$ cat src/sv/els_pkg.sv
// Shared types and constants for the LOOK elevator scheduler.
`default_nettype none
package els_pkg;

	localparam int FLOOR_W = 7;
	localparam int IDX_W   = 8;
	localparam int OUT_W   = 16;

	localparam logic [FLOOR_W-1:0] TOP_FLOOR_RESET = 7'd80;

	typedef enum logic [2:0] {
		ST_ADDED     = 3'd0,
		ST_REMOVED   = 3'd1,
		ST_OUT_RANGE = 3'd2,
		ST_EXIT      = 3'd3,
		ST_ARRIVED   = 3'd4,
		ST_NONE      = 3'd5
	} status_t;

	// Commands from the controller to the datapath.
	typedef struct packed {
		logic load;
		logic press;
		logic scan_init;
		logic scan_step;
		logic scan_flip;
		logic take;
		logic miss;
		logic emit;
	} cmd_t;

	// Status from the datapath to the controller.
	typedef struct packed {
		logic run;
		logic in_range;
		logic hit;
		logic second;
		logic out_free;
	} sts_t;

endpackage
`default_nettype wire

$ cat src/sv/elevator_look_scheduler_top.sv
// Top level of the LOOK elevator scheduler.
//
//  channel  dir  signals                          contents
//  s_*      in   s_tvalid s_tready s_tdata s_tuser  floor_number, func
//  m_*      out  m_tvalid m_tready m_tdata          status, current_floor_out, going_up
//  cfg_*    in   cfg_we cfg_wdata                  top_floor
//
// A press item goes through accept, evaluate and load output.
// A run item goes through accept, evaluate, a scan that examines one floor per cycle and
// turns round once if the first direction is found empty, and load output.
// Reset clears all request bits at once, puts the car on floor 1 going up, top_floor 80.
// A result waits in the output register; the next item is accepted meanwhile and is
// held in its last cycle until that register is free.
`default_nettype none
module elevator_look_scheduler_top #(
	parameter int MAX_FLOORS = 128
) (
	input  wire logic        clk,
	input  wire logic        arst_n,
	input  wire logic        s_tvalid,
	output logic             s_tready,
	input  wire logic [7:0]  s_tdata,   // [6:0] floor_number, [7] zero
	input  wire logic        s_tuser,   // [0] func
	output logic             m_tvalid,
	input  wire logic        m_tready,
	output logic [15:0]      m_tdata,   // [2:0] status, [9:3] current_floor_out, [10] going_up
	input  wire logic        cfg_we,
	input  wire logic [6:0]  cfg_wdata  // top_floor
);
	import els_pkg::*;

	cmd_t cmd;
	sts_t sts;

	els_ctrl u_ctrl (
		.clk      (clk),
		.arst_n   (arst_n),
		.s_tvalid (s_tvalid),
		.s_tready (s_tready),
		.sts      (sts),
		.cmd      (cmd)
	);

	els_dp #(
		.MAX_FLOORS (MAX_FLOORS)
	) u_dp (
		.clk       (clk),
		.arst_n    (arst_n),
		.s_tuser   (s_tuser),
		.s_tdata   (s_tdata),
		.cfg_we    (cfg_we),
		.cfg_wdata (cfg_wdata),
		.m_tready  (m_tready),
		.m_tvalid  (m_tvalid),
		.m_tdata   (m_tdata),
		.cmd       (cmd),
		.sts       (sts)
	);

	a_one_item: assert property (@(posedge clk) disable iff (!arst_n)
		(s_tvalid && s_tready) |=> !s_tready)
		else $error("input accepted while an item is in progress");

	a_status_code: assert property (@(posedge clk) disable iff (!arst_n)
		m_tvalid |-> (m_tdata[2:0] <= ST_NONE))
		else $error("undefined status code");

	a_floor_nonzero: assert property (@(posedge clk) disable iff (!arst_n)
		m_tvalid |-> (m_tdata[9:3] != 7'd0))
		else $error("car reported on floor zero");

	a_emit_free: assert property (@(posedge clk) disable iff (!arst_n)
		cmd.emit |-> (!m_tvalid || m_tready))
		else $error("result overwritten before transfer");

endmodule
`default_nettype wire

$ cat src/sv/els_ctrl.sv
// Controller state machine of the LOOK elevator scheduler.
`default_nettype none
module els_ctrl (
	input  wire logic          clk,
	input  wire logic          arst_n,
	input  wire logic          s_tvalid,
	output logic               s_tready,
	input  els_pkg::sts_t      sts,
	output els_pkg::cmd_t      cmd
);
	import els_pkg::*;

	typedef enum logic [1:0] {
		IDLE,
		EVAL,
		SCAN,
		EMIT
	} state_t;

	state_t state_q;
	state_t state_d;
	logic   ready_q;

	always_comb begin
		cmd     = '0;
		state_d = state_q;
		case (state_q)
			IDLE: begin
				if (s_tvalid && ready_q) begin
					cmd.load = 1'b1;
					state_d  = EVAL;
				end
			end
			EVAL: begin
				if (sts.run) begin
					cmd.scan_init = 1'b1;
					state_d       = SCAN;
				end else begin
					cmd.press = 1'b1;
					state_d   = EMIT;
				end
			end
			SCAN: begin
				if (!sts.in_range) begin
					// The first direction is exhausted: turn round once, then give up.
					if (sts.second) begin
						cmd.miss = 1'b1;
						state_d  = EMIT;
					end else begin
						cmd.scan_flip = 1'b1;
					end
				end else if (sts.hit) begin
					cmd.take = 1'b1;
					state_d  = EMIT;
				end else begin
					cmd.scan_step = 1'b1;
				end
			end
			EMIT: begin
				if (sts.out_free) begin
					cmd.emit = 1'b1;
					state_d  = IDLE;
				end
			end
			default: begin
				state_d = IDLE;
			end
		endcase
	end

	always_ff @(posedge clk or negedge arst_n) begin
		if (!arst_n) begin
			state_q <= IDLE;
			ready_q <= 1'b1;
		end else begin
			state_q <= state_d;
			ready_q <= (state_d == IDLE);
		end
	end

	assign s_tready = ready_q;

endmodule
`default_nettype wire

$ cat src/sv/els_dp.sv
// Datapath of the LOOK elevator scheduler: request bits, car state, scan counter, output register.
`default_nettype none
module els_dp #(
	parameter int MAX_FLOORS = 128
) (
	input  wire logic                          clk,
	input  wire logic                          arst_n,
	input  wire logic                          s_tuser,
	input  wire logic [7:0]                    s_tdata,
	input  wire logic                          cfg_we,
	input  wire logic [els_pkg::FLOOR_W-1:0]   cfg_wdata,
	input  wire logic                          m_tready,
	output logic                               m_tvalid,
	output logic [els_pkg::OUT_W-1:0]          m_tdata,
	input  els_pkg::cmd_t                      cmd,
	output els_pkg::sts_t                      sts
);
	import els_pkg::*;

	// Floor numbers never exceed 127, so no more request bits are ever reachable.
	localparam int NUM_BITS = (MAX_FLOORS < 128) ? MAX_FLOORS : 128;
	localparam int IW       = $clog2(NUM_BITS);
	localparam logic [IDX_W-1:0] NUM_B = IDX_W'(NUM_BITS);

	logic [NUM_BITS-1:0] req_q;
	logic [FLOOR_W-1:0]  car_q;
	logic                dir_q;
	logic [FLOOR_W-1:0]  top_q;
	logic [IDX_W-1:0]    idx_q;
	logic                sdir_q;
	logic                pass_q;
	logic                out_valid_q;
	logic                item_func_q;
	logic [FLOOR_W-1:0]  item_fl_q;
	status_t             res_status_q;
	logic [OUT_W-1:0]    out_data_q;

	logic [IDX_W-1:0]    fl_ext;
	logic [IDX_W-1:0]    rd_idx;
	logic                rd_bit;
	logic                fl_ok;
	logic [IDX_W-1:0]    up_init;
	logic [IDX_W-1:0]    dn_init;
	logic                in_range;

	assign fl_ext  = {1'b0, item_fl_q};
	assign rd_idx  = item_func_q ? idx_q : fl_ext;
	assign rd_bit  = (rd_idx < NUM_B) && req_q[rd_idx[IW-1:0]];
	assign fl_ok   = (item_fl_q != '0) && (item_fl_q <= top_q) && (fl_ext < NUM_B);
	assign up_init = {1'b0, car_q} + IDX_W'(1);
	assign dn_init = {1'b0, car_q} - IDX_W'(1);
	assign in_range = sdir_q ? ((idx_q <= {1'b0, top_q}) && (idx_q < NUM_B))
	                         : (idx_q != '0);

	assign sts.run      = item_func_q;
	assign sts.in_range = in_range;
	assign sts.hit      = rd_bit;
	assign sts.second   = pass_q;
	assign sts.out_free = !out_valid_q || m_tready;

	always_ff @(posedge clk or negedge arst_n) begin
		if (!arst_n) begin
			req_q       <= '0;
			car_q       <= FLOOR_W'(1);
			dir_q       <= 1'b1;
			top_q       <= TOP_FLOOR_RESET;
			idx_q       <= '0;
			sdir_q      <= 1'b1;
			pass_q      <= 1'b0;
			out_valid_q <= 1'b0;
		end else begin
			if (cfg_we) begin
				top_q <= cfg_wdata;
			end
			if (cmd.press && fl_ok && (item_fl_q != car_q)) begin
				req_q[item_fl_q[IW-1:0]] <= !rd_bit;
			end
			if (cmd.scan_init) begin
				sdir_q <= dir_q;
				idx_q  <= dir_q ? up_init : dn_init;
				pass_q <= 1'b0;
			end
			if (cmd.scan_flip) begin
				sdir_q <= !sdir_q;
				idx_q  <= sdir_q ? dn_init : up_init;
				pass_q <= 1'b1;
			end
			if (cmd.scan_step) begin
				idx_q <= sdir_q ? (idx_q + IDX_W'(1)) : (idx_q - IDX_W'(1));
			end
			if (cmd.take) begin
				car_q               <= idx_q[FLOOR_W-1:0];
				req_q[idx_q[IW-1:0]] <= 1'b0;
				dir_q               <= sdir_q;
			end
			if (cmd.miss) begin
				dir_q <= 1'b0;
			end
			if (cmd.emit) begin
				out_valid_q <= 1'b1;
			end else if (m_tready) begin
				out_valid_q <= 1'b0;
			end
		end
	end

	// Payload registers.
	always_ff @(posedge clk) begin
		if (cmd.load) begin
			item_func_q <= s_tuser;
			item_fl_q   <= s_tdata[FLOOR_W-1:0];
		end
		if (cmd.press) begin
			if (!fl_ok) begin
				res_status_q <= ST_OUT_RANGE;
			end else if (item_fl_q == car_q) begin
				res_status_q <= ST_EXIT;
			end else if (rd_bit) begin
				res_status_q <= ST_REMOVED;
			end else begin
				res_status_q <= ST_ADDED;
			end
		end
		if (cmd.take) begin
			res_status_q <= ST_ARRIVED;
		end
		if (cmd.miss) begin
			res_status_q <= ST_NONE;
		end
		if (cmd.emit) begin
			out_data_q <= {5'b0, dir_q, car_q, res_status_q};
		end
	end

	assign m_tvalid = out_valid_q;
	assign m_tdata  = out_data_q;

endmodule
`default_nettype wire

$ cat config.mk
export PLATFORM = sky130hd
export DESIGN_NAME = elevator_look_scheduler_top
export DESIGN_NICKNAME = d
export VERILOG_FILES = /design/src/sv/els_pkg.sv /design/src/sv/elevator_look_scheduler_top.sv /design/src/sv/els_ctrl.sv /design/src/sv/els_dp.sv
export SDC_FILE = /design/constraint.sdc
export NUM_CORES = 1
export LEC_CHECK = 0
export BUFFER_PORTS_ARGS = -buffer_cell sky130_fd_sc_hd__buf_4
export CAP_MARGIN = 15
export CORE_MARGIN = 4
export CORE_UTILIZATION = 35
export DETAILED_ROUTE_END_ITERATION = 8
export PLACE_DENSITY_LB_ADDON = 0.12
export SETUP_SLACK_MARGIN = 0.3
export SKIP_CTS_REPAIR_TIMING = 1
export SLEW_MARGIN = 20
export SYNTH_ARGS = -nofsm -noshare
export SYNTH_HDL_FRONTEND = slang
export SYNTH_HIERARCHICAL = 1
export SYNTH_SLANG_ARGS = --single-unit
$ cat constraint.sdc
create_clock -name clk -period 5 [get_ports clk]
set_input_delay 0.25 -clock clk [delete_from_list [all_inputs] [get_ports clk]]
set_output_delay 0.25 -clock clk [all_outputs]
set_load 0.05 [all_outputs]
==> results of run 1 <==
cell families (layout without fill, tap and decap cells):
kind of cell	after synthesis	after routing	share of synthesized area, %
fa+ha+maj	23	23	2.65
mux	111	111	10.8
buf+inv	146	172	5.95
xor+xnor	20	20	1.57
compound gates	395	395	22.6
simple gates	398	398	15.4
other cells	1	5	0.0337
flops	179	179	41.0
worst max-delay path, delay by kind of cell (launching register included):
| family | cells | cell delay (ns) |
|---|---|---|
| AOI/OAI and AO/OA | 9 | 1.76 |
| adders and majority gates | 1 | 0.32 |
| buffers and inverters | 2 | 0.64 |
| DFF | 1 | 0.43 |
| and+or+nand+nor | 4 | 1.03 |
Yosys cell counts (all sizes together), types with 4 or more instances:
library cell	n	share of area, %
a211oi	8	0.58
a21o	4	0.27
a21oi	50	2.2
a221oi	12	0.94
a22oi	8	0.54
a31oi	98	5.5
and3	10	0.61
buf	49	2.7
clkbuf	62	2.1
clkinv	6	0.20
dfrtp	151	34
dfstp	6	1.4
edfxtp	19	5.1
ha	22	2.5
inv	29	0.98
mux2	10	1.0
mux2i	96	8.7
mux4	5	1.0
nand2	115	3.9
nand2b	9	0.51
nand3	35	1.6
nand4	10	0.56
nor2	178	6.0
nor2b	9	0.51
nor3	13	0.63
o211ai	4	0.27
o21a	8	0.54
o21ai	99	4.5
o22a	35	2.8
o22ai	49	2.8
or3	8	0.45
xnor2	13	1.0
xor2	7	0.55
per-layer routing:
layer | up-vias | track usage (%) | part of all wire (%)
met2 | 309 | 34.5 | 44
met1 | 4977 | 34.0 | 48
met3 | 43 | 4.08 | 5.9
met5 | - | 0 | 0
met4 | 0 | 6.17 | 2.0
li1 | 4666 | - | -
final cells by class:
type	count	area, um^2	area share (%)
inverters	35	131	1.04
clock inverters	9	95.1	0.754
clock buffers	23	499	3.96
well taps	402	503	3.99
repair buffers	105	840	6.65
flip-flops and latches	179	4570	36.2
multi-input cells	952	5980	47.4
registers in the layout, indices dropped and copies added (netlist names):
name	count
u_dp/m_tdata	11
u_ctrl/state_q	2
u_dp/m_tvalid	1
u_dp/item_fl_q	7
u_dp/sdir_q	1
u_dp/top_q	7
u_ctrl/s_tready	1
u_dp/dir_q	1
u_dp/item_func_q	1
u_dp/idx_q	8
u_dp/pass_q	1
u_dp/car_q	7
u_dp/res_status_q	3
u_dp/req_q	128
through the flow:
step / hold WS, ns / total power [mW] / cells
5_1_grt: 0.0248 / 6.77 / 1705
6_report: 0.0213 / 6.40 / 1705
4_1_cts: -0.0873 / 6.39 / 1696
3_5_place_dp: 0.394 / 4.98 / 1664
3_3_place_gp: 0.396 / 4.97 / 1664
2_1_floorplan: -0.0456 / 4.01 / 1277
final timing paths:
kind                                                   start                   endpoint  slack, ns  cells past startpoint
max                                u_dp/idx_q[1]$_DFFE_PN0P_   u_dp/req_q[43]$_DFF_PN0_       0.66                     16
min                                             cfg_wdata[6]  u_dp/top_q[6]$_DFFE_PN1P_       0.02                      3
max reg2reg                        u_dp/idx_q[1]$_DFFE_PN0P_   u_dp/req_q[43]$_DFF_PN0_       0.66                     16
min reg2reg                u_dp/res_status_q[2]$_SDFFE_PP1P_  u_dp/m_tdata[2]$_DFFE_PP_       0.45                      0
max in group asynchronous                             arst_n   u_dp/req_q[45]$_DFF_PN0_       3.44                      3
min in group asynchronous                             arst_n  u_dp/top_q[0]$_DFFE_PN0P_       0.46                      2
power by group:
group | total (mW) | switching, mW | internal [mW]
combinational | 3.06 | 2.08 | 0.987
clock | 1.39 | 0.630 | 0.762
sequential | 1.94 | 0.243 | 1.70
==> results.cfg, run 1 <==
[status]
status = completed

[layout]
final_common_cell = nor2_1
nFillCells = 3210
fin_util_pct = 40.1
diodes = 0
design_area_um2 = 12600
post_route_cells_drive_above_1_share_pct = 12.4
layout_common_cells = 178 x nor2_1, 150 x dfrtp_1, 115 x nand2_1, 98 x a31oi_1
area_growth_pct = 13.3
final_nets = 1334

[timing]
finalSetupTns_ns = 0
layout_min_cycle_time_ns = 4.34
finClkSkew_ns = 0.0132
timing.final.ws_setup_ns = 0.664
period_share_pct = 86.7
hold_viol_final = 0
rsz0062_at_grt = no
worst_slew_pin_slew_ns = 1.13
setup_viol = 0
slew_headroom_pct = 25.0
slew_viol_final = 0
max_freq_mhz = 231

[synth]
syn_area_um2 = 11100
yosysWarnings = 6
async_flop_share_pct = 87.7
synthDistinctLibCells = 65
syn_area_per_cell_um2 = 8.74
synth_edf_count = 19
ys_seq_area_share_pct = 41.0
synth_ff_type = dfrtp_1
syn-instance-count = 1273
ys_seq_elements = 179

[global_routing]
antenna_found_initial = 0
grt_pass1_vias = 9544
grt_usage_pct = 22.9
grt_pass1_wl_um = 61600
grt_max_degree = 94
grt_overflow = 0

[power]
p_leak_nw = 5.50
p_per_area_nw_per_um2 = 507
max-vdd-ir-drop_uv = 491

[setup_path]
cp_common_cell = o21a_1
arrival_ns = 4.65
crit_path_start_kind = flip-flop
required_ns = 5.31
crit_path_end_kind = flip-flop
path_cells = ha_1, nor2b_1, o21a_1, o21a_1, o21a_1, o21a_1, o21a_1, o22ai_1, a21oi_1, a41oi_1, and3_1, nor2b_1, nand3_1, buf_4, inv_1, a31oi_1
cpPeakStageDelay_ns = 0.52
slowest_stage = and3_1
setup.worst_path.class = reg2reg
cp_max_fo = 10

[place]
dp_worst_setup_slack_ns = 0.763
gp_congestion = 0.877
place_hpwl_um = 26500
place_area_um2 = 11900
numPortBuffers = 32

[routing]
route.detailed.drc = 0
ant_nets = 0
vias = 9995
drt-total-wl_um = 40100
wl_per_cell_um = 23.5
initialDrtViolationCount = 947
viasPerCell = 5.86
firstDrtPassIters = 5

[floorplanning]
io-pin-count = 39
num_rows = 65
die_h_um = 186
core_um2 = 31500
die-area_um2 = 34700
start_util_pct = 35.4
die_x_um = 186

[clocking]
cts-root-buf = clkbuf_16
clockBufferDepth = 2
cts_buffers = 17
clock-sinks = 179
htreeDepth = 4
clk_latency_ns = 0.45
clk_pin_slew_ns = 0.08
cts_tree = built

[min_path]
worst_hold_path_type = in2reg

[flow_run]
maxCapViolations = 0
No activity file was read; power rests on OpenSTA's default activity.
==> inputs of run 2 (changes only) <==
--- a/config.mk
+++ b/config.mk
@@ -7,6 +7,8 @@
 export LEC_CHECK = 0
 export BUFFER_PORTS_ARGS = -buffer_cell sky130_fd_sc_hd__buf_4
 export CAP_MARGIN = 15
+export CELL_PAD_IN_SITES_DETAIL_PLACEMENT = 1
+export CELL_PAD_IN_SITES_GLOBAL_PLACEMENT = 2
 export CORE_MARGIN = 4
 export CORE_UTILIZATION = 35
 export DETAILED_ROUTE_END_ITERATION = 8
==> run 2 against run 1 <==
Effect of this change: largest cell class unchanged; sequential share of layout area up 0.21 points; routed wire length up 9.6%; clock skew about the same; register-to-register slack worse by 0.08 ns; design area down 0.57%; count of clock-buffer cells in the layout down 1; critical endpoint is now u_dp/req_q[23]$_DFF_PN0_; highest routed layer unchanged.
==> results.cfg, run 2 (same netlist as run 1, synthesis figures left out) <==
[status]
status = completed

[power]
power.internal_mw = 3.40
clockPowerShare_pct = 20.9
seqPwrFrac_pct = 30.7
power_mw = 6.43
switching_share_pct = 47.2
p_leak_nw = 5.46
switching_power_mw = 3.03
p_per_area_nw_per_um2 = 512
combPwrFrac_pct = 48.4
max-vdd-ir-drop_uv = 310

[routing]
vias = 10225
initialDrtViolationCount = 823
viasPerCell = 6.01
firstDrtPassIters = 5
top_layer = met4
drt-total-wl_um = 43900
ant_nets = 0
wl_met1_um = 21200
route.detailed.drc = 0
wl_per_cell_um = 25.8
met2_length_um = 19600
dr_wl_met3_um = 2170

[clocking]
clk_pin_slew_ns = 0.07
clockBufferDepth = 2
cts-root-buf = clkbuf_16
cts_tree = built
htreeDepth = 4
cts_buffers = 17
clock-sinks = 179
clk_latency_ns = 0.46

[timing]
hold_slack_ns = 0.00894
layout_min_cycle_time_ns = 4.41
timing.final.ws_setup_ns = 0.586
setup_viol = 0
max_freq_mhz = 227
slew_viol_final = 0
worst_slew_pin_slew_ns = 1.19
slew_headroom_pct = 20.6
rsz0062_at_grt = no
finClkSkew_ns = 0.0132
finalSetupTns_ns = 0
period_share_pct = 88.3
hold_viol_final = 0

[floorplanning]
start_util_pct = 35.4
die-area_um2 = 34700
io-pin-count = 39
core_um2 = 31500
die_h_um = 186
die_x_um = 186
num_rows = 65

[setup_path]
cp_common_cell = buf_4
cpPeakStageDelay_ns = 0.55
setup.worst_path.class = reg2reg
crit_path_start_kind = flip-flop
slowest_stage = inv_1
cp.buffers_inverters = 5
arrival_ns = 4.73
rr_worst_depth = 15
r2r_slack_ns = 0.59
critPathTopFamily = buffers and inverters
crit_path_end_kind = flip-flop
r2r-end = u_dp/req_q[23]$_DFF_PN0_
worstReg2RegStart = u_dp/item_func_q$_DFFE_PP_
path_cells = buf_4, or2_1, buf_4, o22ai_1, a221oi_1, a22oi_1, nand4_1, o211ai_1, a32oi_4, inv_2, and3_1, buf_4, nand4_1, inv_1, a31oi_1
cp_max_fo = 24
required_ns = 5.31

[layout]
layout_common_cells = 178 x nor2_1, 150 x dfrtp_1, 115 x nand2_1, 98 x a31oi_1
top_regs = u_dp/req_q (128), u_dp/m_tdata (11), u_dp/idx_q (8)
regArea_um2 = 4570
final_nets = 1330
top_register = u_dp/req_q
final_cells = 1701
post_route_cells_drive_above_1_share_pct = 11.9
design_area_um2 = 12500
multi_input_area_um2 = 5960
fin_util_pct = 39.9
final_common_cell = nor2_1
diodes = 0
largest_reg_flops = 128
area_growth_pct = 12.7
nFillCells = 3638

[global_routing]
grt_overflow = 0
grt_max_degree = 94
grt_pass1_wl_um = 66700
antenna_found_initial = 0
grt_usage_pct = 24.9
grt_pass1_vias = 10220

[place]
dp.cells = 1660
place_hpwl_um = 28000
dp_worst_setup_slack_ns = 0.632
place_area_um2 = 11900
numPortBuffers = 32
gp_congestion = 0.822

[flow_run]
maxCapViolations = 0

[min_path]
hp-start = cfg_wdata[5]
hold-path-endpoint = u_dp/top_q[5]$_DFFE_PN0P_
holdPathStages = 3
worst_hold_path_type = in2reg
-- run 2: changes by cell type in the layout (fill, tap and decap cells not counted), sizes merged --
cell / previous run / this run
clkinv: 8 / 10
clkinvlp: 4 / 3
buf: 96 / 92
clkbuf: 23 / 22
-- run 2: area by class of cell --
| class | instances | area share [%] |
|---|---|---|
| Timing Repair Buffer | 101 | 6.55 |
| Clock buffer | 22 | 3.62 |
| Clock inverter | 10 | 0.808 |
| Tap cell | 402 | 4.01 |
| Inverter | 35 | 1.05 |
| Sequential cell | 179 | 36.4 |
| Multi-Input combinational cell | 952 | 47.5 |
-- run 2: tightest hold or removal path, cell delays in order --
cell and delay (ns):
buf_4 0.08, nand2_1 0.03, o21ai_0 0.06
-- run 2: per-layer routing --
layer | global-route usage, % | up-vias
met3 | 3.93 | 56
li1 | - | 4650
met1 | 36.6 | 5273
met4 | 6.57 | 0
met2 | 38.5 | 246
met5 | 0 | -
-- run 2: power by group through the flow --
stage / sequential (mW) / combinational [mW] / clock [mW]
after floorplan: 1.99 / 2.02 / 0
after global placement: 1.99 / 3.04 / 0
after detailed placement: 1.99 / 3.08 / 0
after CTS: 1.97 / 3.10 / 1.38
after global routing: 2.00 / 3.37 / 1.44
final: 1.97 / 3.11 / 1.35
-- run 2: how the worst max path moves through the flow --
stage,end,startpoint,slack [ns],cells past startpoint
floorplan,u_dp/idx_q[4]$_DFFE_PN0P_,u_dp/idx_q[0]$_DFFE_PN0P_,0.69,25
global placement,u_dp/req_q[55]$_DFF_PN0_,u_dp/item_func_q$_DFFE_PP_,0.68,15
detailed placement,u_dp/req_q[23]$_DFF_PN0_,u_dp/item_func_q$_DFFE_PP_,0.63,15
CTS,u_dp/req_q[23]$_DFF_PN0_,u_dp/item_func_q$_DFFE_PP_,0.61,15
global route,u_dp/req_q[24]$_DFF_PN0_,u_dp/item_func_q$_DFFE_PP_,0.32,16
finish,u_dp/req_q[23]$_DFF_PN0_,u_dp/item_func_q$_DFFE_PP_,0.59,15
